File: config.mk
export PLATFORM = sky130hd
export DESIGN_NAME = dead_reckoning_odometry
export DESIGN_NICKNAME = d
export VERILOG_FILES = /design/src/design/dro_pkg.sv /design/src/design/dead_reckoning_odometry.sv
export SDC_FILE = /design/constraint.sdc
export NUM_CORES = 2
export LEC_CHECK = 0
export ABC_AREA = 1
export BUFFER_PORTS_ARGS = -buffer_cell sky130_fd_sc_hd__buf_2
export CORE_MARGIN = 4
export CORE_UTILIZATION = 60
export DETAILED_ROUTE_END_ITERATION = 16
export PLACE_DENSITY = 0.86
export SYNTH_ARGS = -nofsm -noshare
export SYNTH_HDL_FRONTEND = slang
export SYNTH_SLANG_ARGS = --single-unit
export TNS_END_PERCENT = 1
File: constraint.sdc
create_clock -name clock -period 13.25 [get_ports clock]
set_clock_uncertainty 0.15 [all_clocks]
set_input_delay 1.325 -clock clock [delete_from_list [all_inputs] [get_ports clock]]
set_output_delay 1.325 -clock clock [all_outputs]
set_load 0.01 [all_outputs]
File: src/design/dro_pkg.sv
package dro_pkg;

   // input transaction opcodes
   typedef enum logic [1:0] {
      OP_UPDATE = 2'd0,
      OP_RESET  = 2'd1,
      OP_EDGE   = 2'd2
   } op_type;

   typedef enum logic [2:0] {
      ST_IDLE,
      ST_INIT,
      ST_CORDIC,
      ST_ROUND,
      ST_MULT,
      ST_APPLY,
      ST_DONE
   } fsm_type;

   // register file
   localparam int  PADDR_W     = 3;
   localparam int  PDATA_W     = 32;
   localparam logic CSR_IDX_DPP = 1'b0;
   localparam int  DPP_W       = 24;
   localparam logic [DPP_W-1:0] DPP_RESET = 24'd65536;

   // field widths
   localparam int ACC_W_POS = 48;
   localparam int CNT_W     = 16;
   localparam int YAW_W     = 16;
   localparam int EDGE_W    = 8;

   // angle wrapping, hundredths of a degree
   localparam int YAW_EXT_W = 17;
   localparam logic signed [YAW_EXT_W-1:0] YAW_HALF = 17'sd18000;
   localparam logic signed [YAW_EXT_W-1:0] YAW_FULL = 17'sd36000;
   localparam logic signed [YAW_EXT_W-1:0] YAW_QTR  = 17'sd9000;

   // CORDIC, 30 fraction bits, angle unit 1/6553600 degree
   localparam int CORDIC_N = 24;
   localparam int IT_W     = 5;
   localparam int CX_W     = 34;
   localparam int CZ_W     = 32;
   localparam int Z_SHIFT  = 16;
   localparam logic signed [CX_W-1:0] CORDIC_GAIN = 34'sd652032874;

   // shared multiplier
   localparam int MUL_W   = 24;
   localparam int PROD_W  = 2 * MUL_W;
   localparam int S_W     = 40;
   localparam int SPLIT_W = 20;
   localparam int SUM_W   = 17;
   localparam int DM_W    = 32;
   localparam int LEN_SH  = 9;

   function automatic logic signed [CZ_W-1:0] atan_lut(input logic [IT_W-1:0] idx);
      logic signed [CZ_W-1:0] v;
      unique case (idx)
         5'd0:  v = 32'sd294912000;
         5'd1:  v = 32'sd174096719;
         5'd2:  v = 32'sd91987925;
         5'd3:  v = 32'sd46694507;
         5'd4:  v = 32'sd23437865;
         5'd5:  v = 32'sd11730358;
         5'd6:  v = 32'sd5866610;
         5'd7:  v = 32'sd2933484;
         5'd8:  v = 32'sd1466764;
         5'd9:  v = 32'sd733385;
         5'd10: v = 32'sd366693;
         5'd11: v = 32'sd183347;
         5'd12: v = 32'sd91673;
         5'd13: v = 32'sd45837;
         5'd14: v = 32'sd22918;
         5'd15: v = 32'sd11459;
         5'd16: v = 32'sd5730;
         5'd17: v = 32'sd2865;
         5'd18: v = 32'sd1432;
         5'd19: v = 32'sd716;
         5'd20: v = 32'sd358;
         5'd21: v = 32'sd179;
         5'd22: v = 32'sd90;
         5'd23: v = 32'sd45;
         default: v = '0;
      endcase
      return v;
   endfunction

endpackage

File: src/design/dead_reckoning_odometry.sv
// Dead-reckoning odometry for a differential-drive vehicle. Each input
// transaction carries an opcode, the left and right encoder pulse counts of
// one tick and the IMU yaw (hundredths of a degree). An update tick scales
// the summed counts by distance_per_pulse (APB register at address 0, mm per
// pulse in unsigned Q8.16), rotates the centre step onto east/north with a
// CORDIC cosine and sine of the yaw, and adds the step length to the total
// and per-edge distances; all accumulators saturate. A reset opcode clears
// everything and loads the heading from yaw, an edge opcode clears the edge
// distance and bumps the 8-bit edge index. Every transaction returns one
// result holding the state after it. An update tick runs a setup step that
// also scales the counts, 24 CORDIC iterations of one shared add/shift
// unit, a round, the two projections of the 40-bit step on the one
// 24x24 multiplier, an accumulate, a result load and an idle; reset and
// edge opcodes skip to the accumulate. The result register is separate,
// so a new transaction is taken while an older result waits on rsp_ready.
module dead_reckoning_odometry
   import dro_pkg::*;
#(
   parameter int TRIG_BITS = 16
) (
   input  logic                         clock,
   input  logic                         reset,
   // request channel
   input  logic                         req_valid,
   output logic                         req_ready,
   input  logic [1:0]                   req_op,
   input  logic signed [CNT_W-1:0]      req_left_count,
   input  logic signed [CNT_W-1:0]      req_right_count,
   input  logic signed [YAW_W-1:0]      req_yaw,
   // response channel
   output logic                         rsp_valid,
   input  logic                         rsp_ready,
   output logic signed [ACC_W_POS-1:0]  rsp_pos_x,
   output logic signed [ACC_W_POS-1:0]  rsp_pos_y,
   output logic signed [YAW_W-1:0]      rsp_heading,
   output logic [ACC_W_POS-1:0]         rsp_total_distance,
   output logic [ACC_W_POS-1:0]         rsp_edge_distance,
   output logic [EDGE_W-1:0]            rsp_edge_index,
   // APB register port
   input  logic                         psel,
   input  logic                         penable,
   input  logic                         pwrite,
   input  logic [PADDR_W-1:0]           paddr,
   input  logic [PDATA_W-1:0]           pwdata,
   output logic [PDATA_W-1:0]           prdata,
   output logic                         pready
);

   // fixed-point scaling derived from trig precision
   localparam int TF      = TRIG_BITS - 1;        // trig fraction bits
   localparam int SH_TRIG = 30 - TF;              // CORDIC -> trig rounding shift
   localparam int SH_MUL  = 9 + TF;               // step projection shift
   localparam int ACC_W   = S_W + TF;             // |s| * |trig|
   localparam logic signed [CX_W-1:0] TRIG_HALF = CX_W'(64'd1 << (SH_TRIG - 1));
   localparam logic signed [CX_W-1:0] TRIG_LIM  = CX_W'((64'd1 << TF) - 64'd1);
   localparam logic [ACC_W:0] MUL_HALF = (ACC_W+1)'(64'd1 << (SH_MUL - 1));
   localparam logic signed [TRIG_BITS-1:0] TRIG_MIN = {1'b1, {TF{1'b0}}};
   localparam logic signed [ACC_W_POS:0] SMAX = {2'b00, {(ACC_W_POS-1){1'b1}}};
   localparam logic signed [ACC_W_POS:0] SMIN = {2'b11, {(ACC_W_POS-1){1'b0}}};

   // sequencer
   fsm_type state_ff, state_in;
   logic [IT_W-1:0] it_ff, it_in;
   logic [2:0]      mstep_ff, mstep_in;   // {sin select, phase}

   // captured transaction
   logic [1:0]                op_ff;
   logic signed [CNT_W-1:0]   left_ff, right_ff;
   logic signed [YAW_W-1:0]   yaw_ff;
   logic                      take;

   // config
   logic [DPP_W-1:0] dpp_ff, dpp_in;

   // datapath
   logic [S_W-1:0]              s_mag_ff, s_mag_in;
   logic                        s_neg_ff, s_neg_in;
   logic signed [CX_W-1:0]      cx_ff, cx_in, cy_ff, cy_in;
   logic signed [CZ_W-1:0]      cz_ff, cz_in;
   logic                        tneg_ff, tneg_in;
   logic signed [TRIG_BITS-1:0] cos_ff, cos_in, sin_ff, sin_in;
   logic [PROD_W-1:0]           prod_ff, prod_in;
   logic [ACC_W-1:0]            acc_ff, acc_in;
   logic [DM_W-1:0]             dxm_ff, dxm_in, dym_ff, dym_in, len_ff, len_in;

   // odometry state
   logic signed [ACC_W_POS-1:0] x_acc_ff, x_acc_in, y_acc_ff, y_acc_in;
   logic signed [YAW_W-1:0]     head_ff, head_in;
   logic [ACC_W_POS-1:0]        tot_ff, tot_in, edge_ff, edge_in;
   logic [EDGE_W-1:0]           ecnt_ff, ecnt_in;

   // result register
   logic                        rsp_valid_ff, rsp_valid_in;
   logic                        rsp_load;
   logic signed [ACC_W_POS-1:0] rsp_x_ff, rsp_y_ff;
   logic signed [YAW_W-1:0]     rsp_head_ff;
   logic [ACC_W_POS-1:0]        rsp_tot_ff, rsp_edge_ff;
   logic [EDGE_W-1:0]           rsp_ecnt_ff;

   // shared multiplier
   logic [MUL_W-1:0]  mul_a, mul_b;
   logic [PROD_W-1:0] mul_p;

   // combinational helpers
   logic signed [SUM_W-1:0]     cnt_sum;
   logic [SUM_W-1:0]            cnt_mag;
   logic signed [YAW_EXT_W-1:0] yaw_wrap, yaw_fold;
   logic                        yaw_neg;
   logic signed [CX_W-1:0]      sh_x, sh_y, xn, yn, xr, yr;
   logic signed [TRIG_BITS-1:0] trig_sel;
   logic [TF-1:0]               trig_mag;
   logic [TRIG_BITS-1:0]        trig_abs;
   logic [SPLIT_W-1:0]          s_chunk;
   logic [SPLIT_W+PROD_W-1:0]   prod_wide;
   logic [ACC_W:0]              dsum, dshift;
   logic [S_W:0]                len_sum, len_shift;
   logic signed [DM_W:0]        dx_s, dy_s;
   logic                        csr_wr;

   function automatic logic signed [CX_W-1:0] trig_clamp(input logic signed [CX_W-1:0] v);
      logic signed [CX_W-1:0] r;
      r = v;
      if (v > TRIG_LIM) r = TRIG_LIM;
      else if (v < -TRIG_LIM) r = -TRIG_LIM;
      return r;
   endfunction

   function automatic logic signed [ACC_W_POS-1:0] sat_add_s(
      input logic signed [ACC_W_POS-1:0] a, input logic signed [DM_W:0] d);
      logic signed [ACC_W_POS:0] t;
      logic signed [ACC_W_POS-1:0] r;
      t = (ACC_W_POS+1)'(a) + (ACC_W_POS+1)'(d);
      if (t > SMAX) r = SMAX[ACC_W_POS-1:0];
      else if (t < SMIN) r = SMIN[ACC_W_POS-1:0];
      else r = t[ACC_W_POS-1:0];
      return r;
   endfunction

   function automatic logic [ACC_W_POS-1:0] sat_add_u(
      input logic [ACC_W_POS-1:0] a, input logic [DM_W-1:0] d);
      logic [ACC_W_POS:0] t;
      logic [ACC_W_POS-1:0] r;
      t = {1'b0, a} + (ACC_W_POS+1)'(d);
      r = t[ACC_W_POS] ? {ACC_W_POS{1'b1}} : t[ACC_W_POS-1:0];
      return r;
   endfunction

   // ------------------------------------------------------------------
   // APB: single register, zero wait states
   // ------------------------------------------------------------------
   assign pready = 1'b1;
   assign csr_wr = psel && penable && pwrite && pready;
   assign prdata = (paddr[PADDR_W-1] == CSR_IDX_DPP) ? PDATA_W'(dpp_ff) : '0;

   always_comb begin
      dpp_in = dpp_ff;
      if (csr_wr && paddr[PADDR_W-1] == CSR_IDX_DPP) begin
         dpp_in = pwdata[DPP_W-1:0];
      end
   end

   // ------------------------------------------------------------------
   // next state
   // ------------------------------------------------------------------
   always_comb begin
      state_in = state_ff;
      unique case (state_ff)
         ST_IDLE: begin
            if (req_valid) begin
               state_in = (req_op == OP_UPDATE) ? ST_INIT : ST_APPLY;
            end
         end
         ST_INIT:   state_in = ST_CORDIC;
         ST_CORDIC: begin
            if (it_ff == IT_W'(CORDIC_N - 1)) state_in = ST_ROUND;
         end
         ST_ROUND:  state_in = ST_MULT;
         ST_MULT: begin
            if (mstep_ff == 3'd7) state_in = ST_APPLY;
         end
         ST_APPLY:  state_in = ST_DONE;
         ST_DONE: begin
            if (!rsp_valid_ff || rsp_ready) state_in = ST_IDLE;
         end
         default:   state_in = ST_IDLE;
      endcase
   end

   // ------------------------------------------------------------------
   // handshake outputs
   // ------------------------------------------------------------------
   always_comb begin
      req_ready    = (state_ff == ST_IDLE);
      take         = req_valid && req_ready;
      rsp_load     = (state_ff == ST_DONE) && (!rsp_valid_ff || rsp_ready);
      rsp_valid_in = rsp_load ? 1'b1 : (rsp_valid_ff && !rsp_ready);
   end

   // ------------------------------------------------------------------
   // datapath
   // ------------------------------------------------------------------
   // count sum and yaw folding for setup
   always_comb begin
      cnt_sum = SUM_W'(left_ff) + SUM_W'(right_ff);
      cnt_mag = cnt_sum[SUM_W-1] ? SUM_W'(-cnt_sum) : SUM_W'(cnt_sum);

      yaw_wrap = YAW_EXT_W'(yaw_ff);
      if (yaw_wrap >= YAW_HALF) yaw_wrap = yaw_wrap - YAW_FULL;
      else if (yaw_wrap < -YAW_HALF) yaw_wrap = yaw_wrap + YAW_FULL;

      yaw_fold = yaw_wrap;
      yaw_neg  = 1'b0;
      if (yaw_wrap > YAW_QTR) begin
         yaw_fold = yaw_wrap - YAW_HALF;
         yaw_neg  = 1'b1;
      end else if (yaw_wrap < -YAW_QTR) begin
         yaw_fold = yaw_wrap + YAW_HALF;
         yaw_neg  = 1'b1;
      end
   end

   // CORDIC shifter and final rounding
   always_comb begin
      sh_x = cy_ff >>> it_ff;
      sh_y = cx_ff >>> it_ff;
      xn   = tneg_ff ? -cx_ff : cx_ff;
      yn   = tneg_ff ? -cy_ff : cy_ff;
      xr   = trig_clamp((xn + TRIG_HALF) >>> SH_TRIG);
      yr   = trig_clamp((yn + TRIG_HALF) >>> SH_TRIG);
   end

   // multiplier operand select
   always_comb begin
      trig_sel  = mstep_ff[2] ? sin_ff : cos_ff;
      trig_abs  = trig_sel[TRIG_BITS-1] ? TRIG_BITS'(-trig_sel) : TRIG_BITS'(trig_sel);
      trig_mag  = trig_abs[TF-1:0];
      s_chunk   = mstep_ff[0] ? s_mag_ff[S_W-1:SPLIT_W] : s_mag_ff[SPLIT_W-1:0];
      if (state_ff == ST_INIT) begin
         mul_a = dpp_ff;
         mul_b = MUL_W'(cnt_mag);
      end else begin
         mul_a = MUL_W'(trig_mag);
         mul_b = MUL_W'(s_chunk);
      end
      mul_p     = mul_a * mul_b;
      prod_wide = {prod_ff, {SPLIT_W{1'b0}}};
      dsum      = {1'b0, acc_ff} + MUL_HALF;
      dshift    = dsum >> SH_MUL;
      len_sum   = {1'b0, s_mag_ff} + (S_W+1)'(256);
      len_shift = len_sum >> LEN_SH;
      dx_s      = (s_neg_ff ^ cos_ff[TRIG_BITS-1]) ? -$signed({1'b0, dxm_ff})
                                                   :  $signed({1'b0, dxm_ff});
      dy_s      = (s_neg_ff ^ sin_ff[TRIG_BITS-1]) ? -$signed({1'b0, dym_ff})
                                                   :  $signed({1'b0, dym_ff});
   end

   always_comb begin
      it_in    = it_ff;
      mstep_in = mstep_ff;
      s_mag_in = s_mag_ff;
      s_neg_in = s_neg_ff;
      cx_in    = cx_ff;
      cy_in    = cy_ff;
      cz_in    = cz_ff;
      tneg_in  = tneg_ff;
      cos_in   = cos_ff;
      sin_in   = sin_ff;
      prod_in  = prod_ff;
      acc_in   = acc_ff;
      dxm_in   = dxm_ff;
      dym_in   = dym_ff;
      len_in   = len_ff;
      x_acc_in = x_acc_ff;
      y_acc_in = y_acc_ff;
      head_in  = head_ff;
      tot_in   = tot_ff;
      edge_in  = edge_ff;
      ecnt_in  = ecnt_ff;

      unique case (state_ff)
         ST_INIT: begin
            s_mag_in = mul_p[S_W-1:0];
            s_neg_in = cnt_sum[SUM_W-1];
            cx_in    = CORDIC_GAIN;
            cy_in    = '0;
            cz_in    = CZ_W'(yaw_fold) <<< Z_SHIFT;
            tneg_in  = yaw_neg;
            it_in    = '0;
         end
         ST_CORDIC: begin
            if (cz_ff >= 0) begin
               cx_in = cx_ff - sh_x;
               cy_in = cy_ff + sh_y;
               cz_in = cz_ff - atan_lut(it_ff);
            end else begin
               cx_in = cx_ff + sh_x;
               cy_in = cy_ff - sh_y;
               cz_in = cz_ff + atan_lut(it_ff);
            end
            it_in = it_ff + 1'b1;
         end
         ST_ROUND: begin
            cos_in   = xr[TRIG_BITS-1:0];
            sin_in   = yr[TRIG_BITS-1:0];
            len_in   = len_shift[DM_W-1:0];
            mstep_in = '0;
         end
         ST_MULT: begin
            unique case (mstep_ff[1:0])
               2'd0: prod_in = mul_p;
               2'd1: begin
                  prod_in = mul_p;
                  acc_in  = ACC_W'(prod_ff);
               end
               2'd2: acc_in = acc_ff + prod_wide[ACC_W-1:0];
               2'd3: begin
                  if (mstep_ff[2]) dym_in = dshift[DM_W-1:0];
                  else             dxm_in = dshift[DM_W-1:0];
               end
               default: ;
            endcase
            mstep_in = mstep_ff + 1'b1;
         end
         ST_APPLY: begin
            unique case (op_ff)
               OP_UPDATE: begin
                  head_in  = yaw_ff;
                  x_acc_in = sat_add_s(x_acc_ff, dx_s);
                  y_acc_in = sat_add_s(y_acc_ff, dy_s);
                  tot_in   = sat_add_u(tot_ff, len_ff);
                  edge_in  = sat_add_u(edge_ff, len_ff);
               end
               OP_RESET: begin
                  head_in  = yaw_ff;
                  x_acc_in = '0;
                  y_acc_in = '0;
                  tot_in   = '0;
                  edge_in  = '0;
                  ecnt_in  = '0;
               end
               OP_EDGE: begin
                  edge_in = '0;
                  ecnt_in = ecnt_ff + 1'b1;
               end
               default: ;  // unused opcode leaves state alone
            endcase
         end
         default: ;
      endcase
   end

   // ------------------------------------------------------------------
   // registers
   // ------------------------------------------------------------------
   always_ff @(posedge clock) begin
      if (reset) begin
         state_ff     <= ST_IDLE;
         it_ff        <= '0;
         mstep_ff     <= '0;
         dpp_ff       <= DPP_RESET;
         x_acc_ff     <= '0;
         y_acc_ff     <= '0;
         head_ff      <= '0;
         tot_ff       <= '0;
         edge_ff      <= '0;
         ecnt_ff      <= '0;
         rsp_valid_ff <= 1'b0;
      end else begin
         state_ff     <= state_in;
         it_ff        <= it_in;
         mstep_ff     <= mstep_in;
         dpp_ff       <= dpp_in;
         x_acc_ff     <= x_acc_in;
         y_acc_ff     <= y_acc_in;
         head_ff      <= head_in;
         tot_ff       <= tot_in;
         edge_ff      <= edge_in;
         ecnt_ff      <= ecnt_in;
         rsp_valid_ff <= rsp_valid_in;
      end
   end

   always_ff @(posedge clock) begin
      if (take) begin
         op_ff    <= req_op;
         left_ff  <= req_left_count;
         right_ff <= req_right_count;
         yaw_ff   <= req_yaw;
      end
      s_mag_ff <= s_mag_in;
      s_neg_ff <= s_neg_in;
      cx_ff    <= cx_in;
      cy_ff    <= cy_in;
      cz_ff    <= cz_in;
      tneg_ff  <= tneg_in;
      cos_ff   <= cos_in;
      sin_ff   <= sin_in;
      prod_ff  <= prod_in;
      acc_ff   <= acc_in;
      dxm_ff   <= dxm_in;
      dym_ff   <= dym_in;
      len_ff   <= len_in;
      if (rsp_load) begin
         rsp_x_ff    <= x_acc_ff;
         rsp_y_ff    <= y_acc_ff;
         rsp_head_ff <= head_ff;
         rsp_tot_ff  <= tot_ff;
         rsp_edge_ff <= edge_ff;
         rsp_ecnt_ff <= ecnt_ff;
      end
   end

   assign rsp_valid          = rsp_valid_ff;
   assign rsp_pos_x          = rsp_x_ff;
   assign rsp_pos_y          = rsp_y_ff;
   assign rsp_heading        = rsp_head_ff;
   assign rsp_total_distance = rsp_tot_ff;
   assign rsp_edge_distance  = rsp_edge_ff;
   assign rsp_edge_index     = rsp_ecnt_ff;

   // ------------------------------------------------------------------
   // assertions
   // ------------------------------------------------------------------
   a_cordic_len: assert property (@(posedge clock) disable iff (reset)
      (state_ff == ST_CORDIC && state_in == ST_ROUND) |-> (it_ff == IT_W'(CORDIC_N - 1)))
      else $error("CORDIC left before last iteration");

   a_trig_clamp: assert property (@(posedge clock) disable iff (reset)
      (state_ff == ST_MULT) |-> (cos_ff != TRIG_MIN && sin_ff != TRIG_MIN))
      else $error("trig value outside clamp range");

   a_skip_trig: assert property (@(posedge clock) disable iff (reset)
      (take && req_op != OP_UPDATE) |=> (state_ff == ST_APPLY))
      else $error("non-update transaction did not go straight to apply");

   a_acc_hold: assert property (@(posedge clock) disable iff (reset)
      (state_ff != ST_APPLY) |=> ($stable(x_acc_ff) && $stable(tot_ff) && $stable(ecnt_ff)))
      else $error("odometry state changed outside apply");

   a_rsp_src: assert property (@(posedge clock) disable iff (reset)
      $rose(rsp_valid_ff) |-> $past(state_ff == ST_DONE))
      else $error("response raised without a finished transaction");

endmodule

[Word level (Yosys, flattened, before mapping)]
Memory sizes are Yosys's and may differ from the RTL's. A register that Yosys moved wholly into a read port is not among the register bits.
Index checks and enable logic that the tools add are counted.
Widths: inputs -> output; s select.
Word-level totals
  register bits: 891
  memory bits (read-only): 1856
  bits of input ports: 92
  output and inout bits: 251
  word-level logic and storage cells: 190
  memories kept: 2
Cells by class
  $add $sub $neg: 29
  multiply operators: 1
  magnitude comparators: 13
  eq/ne operators: 17
  shifts and indexed selects: 2
  muxes and demuxes: 53
  bitwise gates (word level): 4
  reduce and logical (&&, ||, !) cells: 33
Memories
  (name not given): depth 32, bits a word 29, read ports 1, clocked after memory_dff 1, wr ports 0, RTL line dro_pkg.sv:58  | unique case (idx)
  (name not given): depth 32, bits a word 29, read ports 1, clocked after memory_dff 1, wr ports 0, RTL line dro_pkg.sv:58
Operators by type and width (number)
  $pmux 48 s2: 4
  $mux 48: 6
  $mux 32: 5
  $mux 34: 4
  $pmux 34 s2: 2
  $pmux 55 s2: 1
  $add 48x32->49: 2
  $add 48x33->49: 2
  $gt 49x48->1 const B: 2
  $lt 49x48->1 const B: 2
  $mux 16: 5
  $add 34x16->34 const B: 2
  $add 34x34->34: 2
  $neg 34->34: 2
  $sshr 34x5->34: 2
  $sub 34x34->34: 2
  $mux 33: 2
  $neg 32->33: 2
  $pmux 32 s2: 1
  $add 55x24->56 const B: 1
  $add 55x55->55: 1
  $mux 17: 3
  $mul 24x24->48: 1
  $mux 24: 2
  48 further kinds: 94

[Longest topological paths before layout]
  word-level depth: 7
  gate-level depth with buffers: 45
  mapped depth without buffers: 44

[Least setup slack after synthesis]
Ideal clock, no wire load.
  path type: input port to flip-flop
  from: input port rsp_ready
  to: register rsp_edge_ff[0], in the netlist rsp_edge_distance[0] (enable)
  library setup time: 0.795 ns
  data arrival time: 10.274 ns
  required time: 12.305 ns
  path slack: 2.031 ns
  stages: 2
  path buffers: 0
  cell sequence: nor2_1 -> nor2_1
On the way
  cells in the longest elaborated chain, start to end: 2
RTL lines
  from (decl): RTL line dead_reckoning_odometry.sv:32  | input logic rsp_ready,
  $logic_or 1x1->1: RTL line dead_reckoning_odometry.sv:195  | rsp_load = (state_ff == ST_DONE) && (!rsp_valid_ff || rsp_ready);
  $logic_and 1x1->1: RTL line dead_reckoning_odometry.sv:195
  net rsp_load: RTL line dead_reckoning_odometry.sv:94  | logic rsp_load;
  to (signal assigned): RTL line dead_reckoning_odometry.sv:408  | rsp_edge_ff <= edge_ff;
  to (decl): RTL line dead_reckoning_odometry.sv:97  | logic [ACC_W_POS-1:0] rsp_tot_ff, rsp_edge_ff;
The timed path passes the listed nets, and every way through them passes these cells.
A chain may end at the register's enable or synchronous reset.

[Worst setup path after layout]
  from: register mstep_ff[2]
  to: register prod_ff[42], data pin
On the way
  cells in the longest elaborated chain, start to end: 5
RTL lines
  from (decl): RTL line dead_reckoning_odometry.sv:64  | logic [2:0] mstep_ff, mstep_in;
  from (signal assigned): RTL line dead_reckoning_odometry.sv:371  | mstep_ff <= mstep_in;
  $mux 16 (*): RTL line dead_reckoning_odometry.sv:234  | trig_sel = mstep_ff[2] ? sin_ff : cos_ff;
  $neg 15->15: RTL line dead_reckoning_odometry.sv:235  | trig_abs = trig_sel[TRIG_BITS-1] ? TRIG_BITS'(-trig_sel) : TRIG_BITS'(trig_sel);
  $mux 15 (*): RTL line dead_reckoning_odometry.sv:235
  $mux 24 (*): RTL line dead_reckoning_odometry.sv:238  | if (state_ff == ST_INIT) begin
  $mul 24x24->48 (*): RTL line dead_reckoning_odometry.sv:245  | mul_p = mul_a * mul_b;
  net mul_p[42]: RTL line dead_reckoning_odometry.sv:102  | logic [PROD_W-1:0] mul_p;
  to (signal assigned): RTL line dead_reckoning_odometry.sv:398  | prod_ff <= prod_in;
  to (decl): RTL line dead_reckoning_odometry.sv:82  | logic [PROD_W-1:0] prod_ff, prod_in;
The timed path passes the listed nets; every way through them passes the cells marked *.

==> results.json <==
{
  "cpPeakStageDelay_ns": 0.87,
  "grt_pass1_wl_um": 391600,
  "grt_start_max_net_pins": 110,
  "cp_data_required_time_ns": 13.50,
  "n_fill_cell": 11190,
  "area_growth_pct": 7.914,
  "portBuffers": 323,
  "rsz0062_at_grt": "false",
  "fp.dieW_um": 373.0,
  "worst_slew_pin_slew_ns": 1.281,
  "finalWirelength_um": 253300,
  "yosys_warnings": 0,
  "cts_buffer_depth": 3,
  "rows": 133,
  "outcome": "finished, final reports clean",
  "end_kind": "flip-flop",
  "r2r_cells": 31,
  "fin_crit_ns": 10.63,
  "synth_edf_count": 618,
  "clk_latency_ns": 0.75,
  "gp_congestion": 1.009,
  "synth.top_cell.area_share": 0.2321,
  "synth_largest_area_cell": "edfxtp_1",
  "met1Wirelength_um": 103100,
  "finalHoldViolCount": 0,
  "slew_headroom": 0.1462,
  "syn_area_um2": 79950,
  "dp_hpwl_um": 200300,
  "tns_ns": 0,
  "die_area_um2": 139200,
  "final.period_utilization": 0.8019,
  "vias": 75230,
  "start_util": 0.6059,
  "layout_commonest_cell": "nand2_1",
  "top_layer": "met5",
  "placed_area_um2": 82980,
  "synth.avg_cell_area_um2": 7.511,
  "cp-start-kind": "flip-flop",
  "whs_endpoint": "acc_ff[43]$_DFFE_PP_",
  "ys_types": 85,
  "max_cap_violations": 0,
  "viasPerCell": 5.928,
  "cts_resized": 0,
  "cts_setup_buffers": 0,
  "min_path_type": "flip-flop to flip-flop",
  "postRouteAntennaNets": 0,
  "numCtsBuffers": 95,
  "postCtsHoldBufs": 0,
  "cpMostUsedCell": "fa_1",
  "setup_viol": 0,
  "seq_area_frac_synth": 0.3025,
  "ys_ff_latch": 899,
  "holdCritStartpoint": "prod_ff[43]$_DFFE_PP_",
  "criticalPathCategory": "flip-flop to flip-flop",
  "cpMaxStageDelayCell": "mux2i_1",
  "clock_sink_count": 899,
  "first_global_vias": 71260,
  "whs_path_depth": 2,
  "reg2reg_slack_ns": 2.62,
  "drt_first_pass_iters": 8,
  "tritoncts": "built",
  "reg2reg_to": "prod_ff[42]$_DFFE_PP_",
  "wl_met3_um": 26520,
  "antenna_found_initial": 6,
  "arrival_ns": 10.87,
  "synth_area_leaders": "edfxtp_1, nand2_1, fa_1",
  "num-nets-final": 11860,
  "final_area_um2": 86280,
  "r2r_start": "mstep_ff[2]$_SDFFE_PP0P_",
  "htreeDepth": 3,
  "clk_pin_slew_worst_paths_ns": 0.08,
  "die_h_um": 373.0,
  "mostFrequentLayoutCells": "nand2_1, inv_1, nor2_1, a21oi_1, edfxtp_1",
  "wl_met2_um": 111700,
  "critPathMaxFanout": 20,
  "root_buffer": "clkbuf_16",
  "wl_per_cell_um": 19.96,
  "drt_iter0_markers": 8239,
  "synthCells": 10640,
  "synthArstFlopShare": 0,
  "io_pins": 343,
  "drc": 0,
  "fmax_ghz": 0.09411,
  "drive_gt1_frac": 0.07189,
  "synthFlopType": "edfxtp_1",
  "grt_util_all_layers": 0.3516,
  "slew_viol_final": 0,
  "grt.overflow.total": 0,
  "core_area_um2": 132000
}
[per-stage QoR]
step                setup WS, ns  cells  utilization  hold slack [ns]
floorplan                  2.031  10680            -           0.2530
global placement           3.027  12510       0.6288           0.2615
detailed placement         2.935  12510       0.6288           0.2612
CTS                        2.868  12690       0.6538           0.2744
global route               2.104  12690       0.6538           0.2976
finish                     2.624  12690       0.6538           0.2741
[metal layers]
metal	vias up	global-route usage
li1	35250	-
met1	35370	0.4852
met2	3942	0.5522
met4	2	0.1468
met3	674	0.05703
met5	-	0
[cells in the mapped netlist (all sizes together) (12+ instances only)]
cell    count
ha        509
mux2i      13
a31oi      70
a21boi     17
nand2    2635
nor4       39
dfxtp     281
o211ai     72
nor3      130
a21o       51
nand4     118
buf       142
xor2      322
nand3     594
a211oi     12
o31ai      18
or2        47
nand3b     22
edfxtp    618
fa        403
o21bai     28
a21oi     823
o21a       51
clkbuf    169
xnor2     143
nor2     1077
o21ai     684
inv      1475
[worst max path at each step]
stage	from	to
floorplan	rsp_ready	rsp_edge_distance[0]$_DFFE_PP_
global placement	mstep_ff[2]$_SDFFE_PP0P_	prod_ff[42]$_DFFE_PP_
detailed placement	mstep_ff[2]$_SDFFE_PP0P_	prod_ff[42]$_DFFE_PP_
CTS	mstep_ff[2]$_SDFFE_PP0P_	prod_ff[42]$_DFFE_PP_
global route	mstep_ff[2]$_SDFFE_PP0P_	prod_ff[42]$_DFFE_PP_
finish	mstep_ff[2]$_SDFFE_PP0P_	prod_ff[42]$_DFFE_PP_
[sequential cells by signal, summed over array words and instances, names as in the netlist, 24 cells and up, named ones only]
register and cells:
rsp_total_distance 48, x_acc_ff 48, dpp_ff 24, rsp_pos_x 48, dym_ff 32, prod_ff 47
s_mag_ff 40, cy_ff 34, cx_ff 34, edge_ff 48, dxm_ff 32, rsp_edge_distance 48
rsp_pos_y 48, tot_ff 48, len_ff 32, cz_ff 32, y_acc_ff 48, acc_ff 35
[area by class of cell]
| type | count | area [µm²] | area share |
|---|---|---|---|
| Tap cell | 1755 | 2196 | 0.02545 |
| Timing Repair Buffer | 387 | 2103 | 0.02438 |
| Inverter | 1482 | 5563 | 0.06448 |
| Antenna cell | 2 | 5.005 | 0.00005801 |
| Clock inverter | 65 | 764.5 | 0.008861 |
| Multi-Input combinational cell | 7987 | 48930 | 0.5671 |
| Sequential cell | 899 | 24190 | 0.2804 |
| Clock buffer | 114 | 2530 | 0.02932 |
[worst max-delay path: cells and delay by family (launching register included)]
kind | cells | cell delay (ns)
flip-flops | 1 | 0.77
AO/OA/AOI/OAI | 5 | 1.58
AND/OR/NAND/NOR | 12 | 2.05
XOR/XNOR | 1 | 0.16
adder cells (fa/ha/maj) | 8 | 3.98
multiplexers | 1 | 0.87
buffers and inverters | 4 | 0.76
[cells by family (layout without fill, tap and decap cells)]
kind of cell / Yosys count / count (layout) / share of synthesized area
multiplexers: 13 / 13 / 0.001627
XOR/XNOR: 465 / 465 / 0.05122
flip-flops: 899 / 899 / 0.3025
other: 2 / 39 / 0.00009393
adder cells (fa/ha/maj): 912 / 912 / 0.1806
AO/OA/AOI/OAI: 1875 / 1875 / 0.1298
buffers and inverters: 1793 / 2048 / 0.08833
AND/OR/NAND/NOR: 4685 / 4685 / 0.2459
Power is left out: the tool's default activity adds up to more than one toggle a clock period on the data nets, which glitch-free logic cannot reach.
